===== config.mk =====
export PLATFORM = sky130hd
export DESIGN_NAME = epoch_day_date_converter
export DESIGN_NICKNAME = d
export VERILOG_FILES = /design/src/hdl/edc_pkg.sv /design/src/hdl/edc_step.sv /design/src/hdl/epoch_day_date_converter.sv
export SDC_FILE = /design/constraint.sdc
export NUM_CORES = 1
export LEC_CHECK = 0
export BUFFER_PORTS_ARGS = -buffer_cell sky130_fd_sc_hd__buf_2
export CORE_MARGIN = 2
export CORE_UTILIZATION = 35
export DETAILED_ROUTE_END_ITERATION = 6
export MAX_ROUTING_LAYER = met4
export SLEW_MARGIN = 20
export SYNTH_ARGS = -nofsm -noshare
export SYNTH_HDL_FRONTEND = slang
export SYNTH_SLANG_ARGS = --single-unit

===== constraint.sdc =====
create_clock -name clk -period 21 [get_ports clk]
set_clock_uncertainty 0.2 [all_clocks]
set_input_delay 4.2 -clock clk [delete_from_list [all_inputs] [get_ports clk]]
set_output_delay 4.2 -clock clk [all_outputs]
set_load 0.1 [all_outputs]

===== src/hdl/edc_pkg.sv =====
package edc_pkg;

  localparam int CW = 22;

  localparam logic ACT_TO_DATE  = 1'b0;
  localparam logic ACT_TO_COUNT = 1'b1;

  localparam logic [CW-1:0] LAST_INDEX = 22'd2932896;
  localparam logic [CW-1:0] EPOCH_DAYS = 22'd719162;
  localparam logic [CW-1:0] EPOCH_NEG  = 22'd3475142;  // 2^22 - EPOCH_DAYS
  localparam logic [13:0]   YEAR_MIN   = 14'd1970;
  localparam logic [13:0]   YEAR_MAX   = 14'd9999;

  localparam logic [CW-1:0] DAYS_400 = 22'd146097;
  localparam logic [CW-1:0] DAYS_100 = 22'd36524;
  localparam logic [CW-1:0] DAYS_4   = 22'd1461;
  localparam logic [CW-1:0] DAYS_1   = 22'd365;
  localparam logic [CW-1:0] YRS_400  = 22'd400;
  localparam logic [CW-1:0] YRS_100  = 22'd100;
  localparam logic [CW-1:0] YRS_4    = 22'd4;
  localparam logic [CW-1:0] YRS_1    = 22'd1;
  localparam logic [CW-1:0] WEEK     = 22'd7;

  localparam logic [4:0] WDAY_TOP = 5'd19;
  localparam logic [4:0] Y400_TOP = 5'd4;
  localparam logic [4:0] Y100_TOP = 5'd1;
  localparam logic [4:0] Y4_TOP   = 5'd4;
  localparam logic [4:0] Y1_TOP   = 5'd1;

  localparam logic [2:0] WD_OFS_DAYS  = 3'd1;  // 0001-01-01 is a Monday
  localparam logic [2:0] WD_OFS_EPOCH = 3'd4;  // 1970-01-01 is a Thursday

  typedef struct packed {
    logic        action;
    logic [21:0] day_count;
    logic [4:0]  day;
    logic [3:0]  month;
    logic [13:0] year;
  } edc_req_t;

  typedef struct packed {
    logic [21:0] out_day_count;
    logic [4:0]  out_day;
    logic [3:0]  out_month;
    logic [13:0] out_year;
    logic [2:0]  weekday;
    logic        valid_res;
    logic        date_error;
  } edc_rsp_t;

  typedef enum logic [2:0] {
    ST_IDLE,
    ST_WDAY,
    ST_Y400,
    ST_Y100,
    ST_Y4,
    ST_Y1,
    ST_MONTH,
    ST_DAYS
  } edc_state_t;

  function automatic logic [4:0] month_len(input logic [3:0] m, input logic leap);
    logic [4:0] len;
    case (m)
      4'd2:                      len = leap ? 5'd29 : 5'd28;
      4'd4, 4'd6, 4'd9, 4'd11:   len = 5'd30;
      default:                   len = 5'd31;
    endcase
    return len;
  endfunction

  function automatic logic [8:0] days_before(input logic [3:0] m, input logic leap);
    logic [8:0] base;
    case (m)
      4'd2:    base = 9'd31;
      4'd3:    base = 9'd59;
      4'd4:    base = 9'd90;
      4'd5:    base = 9'd120;
      4'd6:    base = 9'd151;
      4'd7:    base = 9'd181;
      4'd8:    base = 9'd212;
      4'd9:    base = 9'd243;
      4'd10:   base = 9'd273;
      4'd11:   base = 9'd304;
      4'd12:   base = 9'd334;
      default: base = 9'd0;
    endcase
    if (leap && (m > 4'd2)) begin
      base = base + 9'd1;
    end
    return base;
  endfunction

  function automatic logic [2:0] wday_fix(input logic [2:0] r, input logic [2:0] ofs);
    logic [3:0] s;
    s = {1'b0, r} + {1'b0, ofs};
    if (s >= 4'd7) begin
      s = s - 4'd7;
    end
    return s[2:0];
  endfunction

endpackage


===== src/hdl/edc_step.sv =====
module edc_step
  import edc_pkg::*;
(
  input  logic [CW-1:0] a,
  input  logic [CW-1:0] b,
  input  logic [CW-1:0] c,
  input  logic [CW-1:0] q,
  output logic          ge,
  output logic [CW-1:0] a_out,
  output logic [CW-1:0] c_out
);

  logic [CW:0] diff;

  // conditional subtract on a, matching accumulate on c
  assign diff  = {1'b0, a} - {1'b0, b};
  assign ge    = !diff[CW];
  assign a_out = ge ? diff[CW-1:0] : a;
  assign c_out = ge ? (c + q) : c;

endmodule


===== src/hdl/epoch_day_date_converter.sv =====
// Day count / calendar date converter, Gregorian 4/100/400 rules.
// Request channel: req is taken at a rising edge with start high and busy
// low. action 0 turns day_count (days since 1970-01-01) into a date and a
// weekday (Sunday 0); action 1 checks day/month/year and gives the count.
// Result channel: rsp is valid for exactly one cycle with done high; the
// receiver must take it then, there is no stall. busy is high while a
// transaction is in flight.
// Sequence: one compare-subtract-accumulate unit is stepped by the sequencer.
//   action 0: the mod 7 weekday steps, the steps through the 400, 100, 4
//   and 1 year blocks, then the month steps, with the
//   result in the next cycle.
//   action 1: the year steps, the month/day add, then the weekday steps,
//   result in the next cycle. A day of 0 or past the end of its month is
//   caught at the month/day add. A count past range or a bad month or year
//   finishes without leaving idle, busy stays low, result in the next cycle.
// One transaction is in flight at a time; a new start is taken in the
// cycle done is high.
// Reset (rst, synchronous) returns to idle and drops done.
module epoch_day_date_converter
  import edc_pkg::*;
(
  input  logic     clk,
  input  logic     rst,
  input  logic     start,
  input  edc_req_t req,
  output logic     busy,
  output logic     done,
  output edc_rsp_t rsp
);

  edc_state_t    state, state_next;
  logic [4:0]    k, k_next;
  logic [CW-1:0] a, a_next;
  logic [CW-1:0] c, c_next;
  logic [1:0]    n100, n100_next;
  logic [4:0]    n4, n4_next;
  logic [1:0]    n1, n1_next;
  logic [2:0]    wd, wd_next;
  logic [3:0]    mm, mm_next;
  edc_req_t      req_q, req_q_next;
  edc_rsp_t      rsp_q, rsp_q_next;
  logic          done_q, done_next;

  logic [CW-1:0] op_b, op_q;
  logic          u_ge;
  logic [CW-1:0] u_a, u_c;
  logic          leap;
  logic [9:0]    mo_off;
  logic          to_date;

  edc_step u_step (
    .a     (a),
    .b     (op_b),
    .c     (c),
    .q     (op_q),
    .ge    (u_ge),
    .a_out (u_a),
    .c_out (u_c)
  );

  // leap from the year-1 digits: last of a 4-block, not a century end unless 400
  assign leap    = (n1 == 2'd3) && ((n4 != 5'd24) || (n100 == 2'd3));
  assign to_date = (req_q.action == ACT_TO_DATE);
  assign mo_off  = {1'b0, days_before(req_q.month, leap)} + {5'd0, req_q.day} - 10'd1;

  always_comb begin
    state_next = state;
    k_next     = k;
    a_next     = a;
    c_next     = c;
    n100_next  = n100;
    n4_next    = n4;
    n1_next    = n1;
    wd_next    = wd;
    mm_next    = mm;
    req_q_next = req_q;
    rsp_q_next = rsp_q;
    done_next  = 1'b0;
    op_b       = '0;
    op_q       = '0;

    case (state)
      ST_IDLE: begin
        if (start) begin
          req_q_next = req;
          n100_next  = '0;
          n4_next    = '0;
          n1_next    = '0;
          if (req.action == ACT_TO_DATE) begin
            if (req.day_count > LAST_INDEX) begin
              rsp_q_next = '0;
              done_next  = 1'b1;
            end else begin
              a_next     = req.day_count + EPOCH_DAYS;
              c_next     = req.day_count + EPOCH_DAYS;
              k_next     = WDAY_TOP;
              state_next = ST_WDAY;
            end
          end else begin
            if ((req.month inside {[4'd1:4'd12]}) &&
                (req.year inside {[YEAR_MIN:YEAR_MAX]})) begin
              a_next     = CW'(req.year - 14'd1);
              c_next     = EPOCH_NEG;
              k_next     = Y400_TOP;
              state_next = ST_Y400;
            end else begin
              rsp_q_next            = '0;
              rsp_q_next.date_error = 1'b1;
              done_next             = 1'b1;
            end
          end
        end
      end

      ST_WDAY: begin
        op_b   = WEEK << k;
        a_next = u_a;
        if (k == 5'd0) begin
          if (to_date) begin
            wd_next    = wday_fix(u_a[2:0], WD_OFS_DAYS);
            a_next     = c;
            c_next     = YRS_1;
            k_next     = Y400_TOP;
            state_next = ST_Y400;
          end else begin
            rsp_q_next.out_day_count = c;
            rsp_q_next.out_day       = req_q.day;
            rsp_q_next.out_month     = req_q.month;
            rsp_q_next.out_year      = req_q.year;
            rsp_q_next.weekday       = wday_fix(u_a[2:0], WD_OFS_EPOCH);
            rsp_q_next.valid_res     = 1'b1;
            rsp_q_next.date_error    = 1'b0;
            done_next                = 1'b1;
            state_next               = ST_IDLE;
          end
        end else begin
          k_next = k - 5'd1;
        end
      end

      ST_Y400: begin
        op_b   = to_date ? (DAYS_400 << k) : (YRS_400 << k);
        op_q   = to_date ? (YRS_400 << k) : (DAYS_400 << k);
        a_next = u_a;
        c_next = u_c;
        if (k == 5'd0) begin
          k_next     = Y100_TOP;
          state_next = ST_Y100;
        end else begin
          k_next = k - 5'd1;
        end
      end

      ST_Y100: begin
        op_b          = to_date ? (DAYS_100 << k) : (YRS_100 << k);
        op_q          = to_date ? (YRS_100 << k) : (DAYS_100 << k);
        a_next        = u_a;
        c_next        = u_c;
        n100_next[k[0]] = u_ge;
        if (k == 5'd0) begin
          k_next     = Y4_TOP;
          state_next = ST_Y4;
        end else begin
          k_next = k - 5'd1;
        end
      end

      ST_Y4: begin
        op_b            = to_date ? (DAYS_4 << k) : (YRS_4 << k);
        op_q            = to_date ? (YRS_4 << k) : (DAYS_4 << k);
        a_next          = u_a;
        c_next          = u_c;
        n4_next[k[2:0]] = u_ge;
        if (k == 5'd0) begin
          k_next     = Y1_TOP;
          state_next = ST_Y1;
        end else begin
          k_next = k - 5'd1;
        end
      end

      ST_Y1: begin
        op_b          = to_date ? (DAYS_1 << k) : (YRS_1 << k);
        op_q          = to_date ? (YRS_1 << k) : (DAYS_1 << k);
        a_next        = u_a;
        c_next        = u_c;
        n1_next[k[0]] = u_ge;
        if (k == 5'd0) begin
          mm_next    = 4'd1;
          state_next = to_date ? ST_MONTH : ST_DAYS;
        end else begin
          k_next = k - 5'd1;
        end
      end

      ST_MONTH: begin
        op_b = CW'(month_len(mm, leap));
        if ((mm == 4'd12) || !u_ge) begin
          rsp_q_next.out_day_count = req_q.day_count;
          rsp_q_next.out_day       = a[4:0] + 5'd1;
          rsp_q_next.out_month     = mm;
          rsp_q_next.out_year      = c[13:0];
          rsp_q_next.weekday       = wd;
          rsp_q_next.valid_res     = 1'b1;
          rsp_q_next.date_error    = 1'b0;
          done_next                = 1'b1;
          state_next               = ST_IDLE;
        end else begin
          a_next  = u_a;
          mm_next = mm + 4'd1;
        end
      end

      ST_DAYS: begin
        op_q = CW'(mo_off);
        if ((req_q.day == 5'd0) || (req_q.day > month_len(req_q.month, leap))) begin
          rsp_q_next            = '0;
          rsp_q_next.date_error = 1'b1;
          done_next             = 1'b1;
          state_next            = ST_IDLE;
        end else begin
          c_next     = u_c;
          a_next     = u_c;
          k_next     = WDAY_TOP;
          state_next = ST_WDAY;
        end
      end

      default: begin
        state_next = ST_IDLE;
      end
    endcase
  end

  always_ff @(posedge clk) begin
    if (rst) begin
      state  <= ST_IDLE;
      done_q <= 1'b0;
    end else begin
      state  <= state_next;
      done_q <= done_next;
    end
  end

  always_ff @(posedge clk) begin
    k     <= k_next;
    a     <= a_next;
    c     <= c_next;
    n100  <= n100_next;
    n4    <= n4_next;
    n1    <= n1_next;
    wd    <= wd_next;
    mm    <= mm_next;
    req_q <= req_q_next;
    rsp_q <= rsp_q_next;
  end

  assign busy = (state != ST_IDLE);
  assign done = done_q;
  assign rsp  = rsp_q;

  a_done_idle: assert property (@(posedge clk) disable iff (rst) done |-> !busy)
    else $error("result shown while sequencer still running");

  a_flags_excl: assert property (@(posedge clk) disable iff (rst)
      done |-> !(rsp.valid_res && rsp.date_error))
    else $error("valid and error flags both set");

  a_date_sane: assert property (@(posedge clk) disable iff (rst)
      (done && rsp.valid_res) |->
      ((rsp.out_month != 4'd0) && (rsp.out_month <= 4'd12) &&
       (rsp.out_day != 5'd0) && (rsp.weekday <= 3'd6)))
    else $error("converted date out of range");

  a_start_progress: assert property (@(posedge clk) disable iff (rst)
      (start && !busy) |=> (busy || done))
    else $error("accepted transaction neither running nor finished");

  a_err_zero: assert property (@(posedge clk) disable iff (rst)
      (done && rsp.date_error) |-> (rsp.out_day_count == '0))
    else $error("error result carries a count");

endmodule


==> impl.org, run 1 <==
** Timing
- Actual transition at the worst max-transition pin :: 0.9850 ns
- Fin. Hold Viols :: 0
- Maximum operating frequency :: 136.2 MHz
- The worst path uses 34.95% of the clock period.
- Setup repair after global routing left no endpoint under its margin.
- After layout, the minimum clock period comes to 7.340 ns.
- Setup Viol. Count Final :: 0
- The final-report max-slew violation count was 0.
- Slew Limit Headroom :: 33.48%
- Setup slack after layout :: 13.66 ns
- Summed over all failing endpoints, the final setup total negative slack is 0 ns.
- Hold timing on the final database bottoms out at a slack of 0.3218 ns.

** Logic synthesis
- For this run, asynchronously set or reset flops after synthesis account for 0%.
- The most used flip-flop cell after synthesis is sky130_fd_sc_hd__edfxtp_1.
- Post-synth net total :: 2,091
- Total number of yosys warnings :: 0
- The synthesized design spends more area on one cell type than any other, namely sky130_fd_sc_hd__edfxtp_1.
- Syn Std Cell Area :: 0.01572 mm^2
- sky130_fd_sc_hd__nor2_1 is the most common cell in the netlist.
- Biggest area contributors in the synthesized netlist :: sky130_fd_sc_hd__edfxtp_1 (31%), sky130_fd_sc_hd__ha_1 (7.0%), sky130_fd_sc_hd__a21oi_1 (6.7%)
- Cells after Synth :: 1,951
- Number of storage elements in the synthesis netlist :: 174
- Fraction of synthesized cell area taken by the top area cell type :: 30.75%
- Yosys mapped a number of flops with a built-in enable equal to 161.
- Sequential cells were found to cover 32.41% of the synthesized design area.
- Most frequent cells after synthesis :: sky130_fd_sc_hd__nor2_1 (214), sky130_fd_sc_hd__a21oi_1 (212), sky130_fd_sc_hd__nand2_1 (197), sky130_fd_sc_hd__o21ai_0 (183), sky130_fd_sc_hd__edfxtp_1 (161)
- Per-instance average area after synthesis :: 8.058 um^2
- After synthesis, the netlist uses 88 different library cells.

** Floorplanning
- The floorplan step defined a die boundary enclosing 0.04663 mm^2.
- Site Rows :: 77
- The die is 215.9 um wide.
- After floorplanning, the core was sized to cover 0.04432 mm^2.
- Initial core utilization :: 35.47%
- I/O pins :: 101
- The floorplan step set the die height to 215.9 um.

** Drt
- Total Wirelength :: 61,410 um
- DR vias :: 16,170
- First DRT Iteration DRCs :: 1,904
- The highest metal layer carrying signal wires in the routed design is met4.
- Met2 wirelength from detailed routing :: 26,920 um
- Number of antenna-violating nets in the routed design :: 0
- Routed length per placed instance :: 23.80 um
- Met3 Routed Length :: 5600 um
- In the routed design, unresolved DRC markers number 10.
- Average vias per placed instance :: 6.268
- The detailed router put a total of 26,250 um of wire on met1.
- Detailed Routing Iterations Pass 1 :: 7

** Run
- Number of max-cap violations :: 0

** Worst setup path
- Crit Path Category :: in2reg
- CP Capture Type :: flop
- The worst register-to-register path has a depth of 22.
- STA puts the critical path data required time at 20.90 ns.
- Critical path arrival :: 7.24 ns
- Peak fanout along the critical path :: 31
- Nature of the critical path startpoint :: input pin

** Clock network
- In this run the post-CTS setup repair buffer count came out at 0.
- Number of buffers on the longest clock path :: 2
- Sink count of the clock tree :: 174
- Clock slew at reported path FFs :: 0.07 ns
- CTS placed an instance of sky130_fd_sc_hd__clkbuf_16 at the clock tree root.
- The number of clock buffers added by TritonCTS is 17.
- After clock tree synthesis, the flow added hold-fix buffers numbering 0.
- CTS H-Tree Depth :: 4
- Post-cts sizing count :: 0
- TritonCTS clock tree :: yes
- The later pin in the worst-skew pair is clocked with a latency of 0.46 ns.

** Worst hold path
- Along the worst hold path, the cell count comes to 2.
- The tightest min-delay check is of the reg2reg type.

** Global routing
- Entering global routing, the biggest net connects 90 pins.
- Summed over all layers, the global routing overflow is 0.
- First-pass GRT wire length :: 92,630 um
- Gr usage total :: 26.49%
- Number of antenna violations at the first check in global routing :: 0
- The number of global-route vias before repair is 15,160.

** Finish
- In the final layout, the multi-input gates occupy 0.009894 mm^2.
- At the end of the flow, the number of nets in the layout was 2,115.
- P&R area growth vs syn :: 10.40%
- Registers take 0.005095 mm^2.
- The layout has 4,589 filler cells.
- Cells fill 39.16% of the core in the end.
- Cells with a size suffix above 1 make up 11.12% of the layout.
- The number of antenna diodes in the final layout is 0.

** Placement
- The wire-length estimate of the detail-placed layout is 44,140 um.
- Input and output buffers added on the ports amount to 100.
- RD Place Congestion :: 0.9996
- Worst slack at placement :: 13.16 ns

** Status
- The run finished, with violations left.
- The checks that failed: design-rule violations.

** Pwr
- VDD IR max :: 0.1027 mV
- Total leakage power :: 0.006374 uW
- Dividing total power by cell area gives a power density of 173.5 mW/mm^2.
routing by layer:
| metal | up-vias | track usage, % |
|---|---|---|
| met4 | 0 | 11.58 |
| met5 | - | - |
| met2 | 934 | 39.94 |
| li1 | 7372 | - |
| met1 | 7711 | 35.02 |
| met3 | 155 | 4.397 |
power breakdown:
part           switching (uW)  internal (uW)  leakage (uW)
clock network             146            175      0.000263
logic                    1430            630       0.00445
registers                89.7            539       0.00166
layout by cell type (no fill, tap or decap), types with 12 or more instances in the layout:
cell	n
sky130_fd_sc_hd__nor3_1	48
sky130_fd_sc_hd__xnor2_1	50
sky130_fd_sc_hd__nor2_1	212
sky130_fd_sc_hd__nor2b_1	19
sky130_fd_sc_hd__nand4_1	12
sky130_fd_sc_hd__o21ai_0	182
sky130_fd_sc_hd__a221oi_1	17
sky130_fd_sc_hd__clkbuf_16	17
sky130_fd_sc_hd__ha_1	88
sky130_fd_sc_hd__edfxtp_1	161
sky130_fd_sc_hd__dfxtp_1	13
sky130_fd_sc_hd__a22oi_1	21
sky130_fd_sc_hd__buf_4	44
sky130_fd_sc_hd__a31oi_1	30
sky130_fd_sc_hd__nand3_1	41
sky130_fd_sc_hd__and3_1	22
sky130_fd_sc_hd__o221ai_1	17
sky130_fd_sc_hd__o211ai_1	19
sky130_fd_sc_hd__a21oi_1	211
sky130_fd_sc_hd__a21o_1	24
sky130_fd_sc_hd__xor2_1	35
sky130_fd_sc_hd__mux2i_1	31
sky130_fd_sc_hd__buf_2	100
sky130_fd_sc_hd__nand2b_1	19
sky130_fd_sc_hd__o22ai_1	43
sky130_fd_sc_hd__a211oi_1	23
sky130_fd_sc_hd__a22o_1	34
sky130_fd_sc_hd__inv_1	55
sky130_fd_sc_hd__nand2_1	196
cells by family (layout without fill, tap and decap cells):
group,after synthesis,after routing,synth area share (%)
AO/OA/AOI/OAI,737,737,29.88
AND/OR/NAND/NOR,624,624,17.82
buffers and inverters,198,235,4.958
flip-flops,174,174,32.41
adder cells (fa/ha/maj),91,91,7.386
XOR/XNOR,85,85,4.735
multiplexers,42,42,2.817
worst paths after layout:
check        slack [ns]       from      end
min reg2reg        0.32  req_q[42]  rsp[47]
max               13.66     req[0]  rsp[39]
min                0.32  req_q[42]  rsp[47]
max reg2reg       13.90       k[1]    wd[1]
registers in the layout (all words and copies together) (netlist names), named ones only:
register  flops
rsp          50
req_q        46
a            22
c            22
k             5
n4            5
mm            4
state         3
wd            3
n100          2
n1            2
done          1
stage by stage:
step                      total power, uW  area [um^2]  cells
after floorplan                      2076        15720   1951
after global placement               2623        16780   2548
after detailed placement             2630        16780   2548
after CTS                            2963        17360   2580
after global routing                 3189        17360   2580
final                                3011        17360   2580
critical path: stages:
cell                       delay [ns]
sky130_fd_sc_hd__buf_2           0.11
sky130_fd_sc_hd__inv_1           0.07
sky130_fd_sc_hd__ha_1            0.19
sky130_fd_sc_hd__or4_1           0.41
sky130_fd_sc_hd__a31oi_1         0.17
sky130_fd_sc_hd__o21ai_0         0.10
sky130_fd_sc_hd__o2111a_1        0.24
sky130_fd_sc_hd__a21oi_1         0.31
sky130_fd_sc_hd__a32oi_1         0.20
sky130_fd_sc_hd__o21ai_4         0.66
sky130_fd_sc_hd__buf_4           0.53
layout make-up:
type | instances | area share (%)
Tap cell | 592 | 4.268
Clock inverter | 13 | 0.8146
Timing Repair Buffer | 144 | 4.787
Multi-Input combinational cell | 1579 | 57.01
Inverter | 59 | 1.276
Sequential cell | 174 | 29.35
Clock buffer | 19 | 2.494
No activity file was read; power rests on OpenSTA's default activity.
==> run 2, diff against run 1 <==
==> constraint.sdc (replaced) <==
create_clock -name clk -period 6.1 [get_ports clk]
set_clock_uncertainty 0.2 [all_clocks]
set_input_delay 1.22 -clock clk [delete_from_list [all_inputs] [get_ports clk]]
set_output_delay 1.22 -clock clk [all_outputs]
set_load 0.1 [all_outputs]
==> run 2 against run 1 <==
Compared with the run above: the flow now finishes without violations; total power increased to 3.7 times the previous value; combinational power increased to 3.8 times the previous value; global-route usage increased by 2.0 points; utilization increased by 1.9 points.
==> impl.org, run 2 (synthesized netlist as in run 1, its figures left out) <==
** Finish
- In the layout the commonest cells are sky130_fd_sc_hd__nor2_1 (208), sky130_fd_sc_hd__a21oi_1 (205), sky130_fd_sc_hd__nand2_1 (197).
- Summing all multi-input logic gate instances after layout gives 0.01000 mm^2.
- Register with the most flip-flops :: rsp
- Largest register FFs :: 50
- Register cell area after layout :: 0.005095 mm^2
- After filler insertion, the fill cell instance count of the layout stands at 4,547.
- P&R area growth vs syn :: 15.87%
- Leading cell type in the layout, fill and taps excluded :: sky130_fd_sc_hd__nor2_1
- Regs by FF count :: rsp (50), req_q (46)
- The net count of the finished layout is 2,197.
- Fraction of layout instances using a drive strength above 1 :: 15.51%

** Clock network
- The clock passes through at most 2 buffers.
- CTS built an H-tree with a depth of 4.
- Sink count of the clock tree :: 174
- TritonCTS clock tree :: yes
- Root buffer cell :: sky130_fd_sc_hd__clkbuf_16
- Clock slew at reported path FFs :: 0.07 ns
- In this run, CTS created clock tree buffers numbering 17.
- Clock network latency to the later pin of the worst-skew pair :: 0.46 ns

** Timing
- Setup slack after layout :: 0.2715 ns
- In the finished design, the share of the clock period the worst path needs comes to 95.55%.
- For the final routed database, the setup TNS stands at 0 ns.
- Setup violations remaining at the end of the flow were counted as 0.
- Number of max-slew violations in the final report :: 0
- Fin. Hold Viols :: 0
- The worst path needs 5.828 ns of the cycle, external delays included.
- Maximum operating frequency :: 171.6 MHz
- For the pin with the worst max-slew slack, the measured transition is 1.115 ns.
- Slew Limit Headroom :: 25.41%

** Pwr
- VDD IR max :: 0.3453 mV
- In this run the static leakage power is 0.006845 uW.
- Dividing total power by cell area gives a power density of 615.2 mW/mm^2.

** Placement
- Port buffering added 100 buffers.
- Worst slack at placement :: -0.1907 ns
- The HPWL after detailed placement is 48,630 um.
- RD Place Congestion :: 1.033

** Floorplanning
- 101 I/O pins were placed.
- From left edge to right edge, the die measures 215.9 um.
- Initial core utilization :: 35.47%
- Die span in y :: 215.9 um
- The die covers 0.04663 mm^2.
- Site Rows :: 77
- In this run the standard cell core region covers 0.04432 mm^2.

** Worst setup path
- Crit path required time :: 6.12 ns
- CP Capture Type :: flop
- Stage delay of the slowest cell on the critical path :: 0.41 ns
- Setup slack on the worst reg-to-reg path comes out at 0.27 ns.
- STA puts the critical path data arrival time at 5.85 ns.
- The endpoint identified for the worst register-to-register timing path is c[21].
- STA classifies the critical path startpoint as a flop.
- Peak fanout along the critical path :: 5
- Worst reg2reg path startpoint :: n4[3]
- The worst setup path is of the reg2reg kind.
- The largest individual stage delay along the critical path comes from the cell sky130_fd_sc_hd__ha_1.
- Worst reg-to-reg path cell count :: 28

** Global routing
- The first global-routing pass estimated 98,600 um of wire.
- Vias in the first global route :: 15,690
- Global routing used 28.49% of the available tracks.
- Entering global routing, the biggest net connects 125 pins.
- The initial antenna violation count was 1.
- After global routing the overflow that remains totals 0.

** Worst hold path
- Count of cells along the worst hold path :: 2
- Hold path endpoint :: rsp[47]
- The path class of the tightest hold or removal check is reg2reg.
- Min-Delay Startpoint :: req_q[42]

** Drt
- After detailed routing, the number of remaining DRC violations is 0.
- The routed layout has 16,490 vias.
- Detailed Routing Iterations Pass 1 :: 6
- For this block, the routed nets add up to 66,080 um of wire.
- Number of antenna-violating nets in the routed design :: 0
- In the final routed layout, each cell accounts on average for 24.81 um.
- Average vias per placed instance :: 6.192
- First DRT Iteration DRCs :: 2,155

** Run
- Number of max-cap violations :: 0

** Status
- The run finished with clean final reports.
[run 2: changes by cell type in the layout (fill, tap and decap cells not counted), moves of 3 or more]
cell and change:
sky130_fd_sc_hd__nor2_1 -4, sky130_fd_sc_hd__a21oi_1 -6, sky130_fd_sc_hd__buf_12 +8, sky130_fd_sc_hd__buf_4 +74, sky130_fd_sc_hd__ha_1 -4, sky130_fd_sc_hd__nor2_2 +3
sky130_fd_sc_hd__o21ai_1 +4, sky130_fd_sc_hd__inv_6 +4, sky130_fd_sc_hd__clkinvlp_4 -5, sky130_fd_sc_hd__a21oi_2 +6, sky130_fd_sc_hd__o21ai_0 -5, sky130_fd_sc_hd__ha_2 +3
[run 2: how the worst max path moves through the flow]
stage               start    end  slack, ns  cells past startpoint
floorplan            k[1]   a[0]       0.03                     20
global placement    n4[3]  c[21]      0.007                     28
detailed placement  n4[3]  c[21]      -0.19                     28
CTS                 n4[1]  a[20]      0.006                     28
global route        n4[3]  c[21]      -0.08                     28
finish              n4[3]  c[21]       0.27                     28
[run 2: metal layers]
| metal | wire length (um) | track usage, % | vias up |
|---|---|---|---|
| met1 | 28280 | 37.22 | 7895 |
| met3 | 5510 | 4.130 | 153 |
| met2 | 29610 | 44.31 | 918 |
| met5 | 0 | - | - |
| li1 | - | - | 7522 |
| met4 | 2679 | 11.64 | 0 |
[run 2: through the flow]
stage | util [%] | total power (uW) | hold slack, ns | area, um^2 | std cells
after global routing | 41.10 | 11820 | 0.3590 | 18220 | 2663
after floorplan | - | 7142 | 0.2911 | 15730 | 1951
after global placement | 39.23 | 9670 | 0.3044 | 17390 | 2616
final | 41.10 | 11210 | 0.3215 | 18220 | 2663
after CTS | 40.64 | 10880 | 0.3272 | 18010 | 2649
after detailed placement | 39.23 | 9650 | 0.3094 | 17390 | 2616
[run 2: timing repair]
action | 4_1_cts | 5_1_grt
hold buffers | 0 | 0
pin swaps | 1 | 11
setup endpoints to repair | 8 | 23
resized for setup | 3 | 27
buffers inserted | 1 | 13
[run 2: cell type report]
type,count,share of cell area (%)
tap,592,4.066
sequential,174,27.97
clock buffer,18,2.356
multi-input combinational,1579,54.91
timing repair buffer,226,8.490
inverter,59,1.216
antenna,1,0.01374
clock inverter,14,0.9822
[run 2: power breakdown]
group	leakage (uW)	switching, uW	internal (uW)	total [uW]
clock	0.000297	510	653	1160
sequential	0.00166	348	1860	2200
combinational	0.00489	5210	2630	7840
[run 2: worst max-delay path: cells and delay by family (launching register included)]
kind | cells | cell delay (ns)
XOR/XNOR | 3 | 0.43
AND/OR/NAND/NOR | 6 | 0.75
flip-flops | 1 | 0.40
buffers and inverters | 2 | 0.24
AO/OA/AOI/OAI | 13 | 2.30
multiplexers | 1 | 0.25
adder cells (fa/ha/maj) | 3 | 1.03
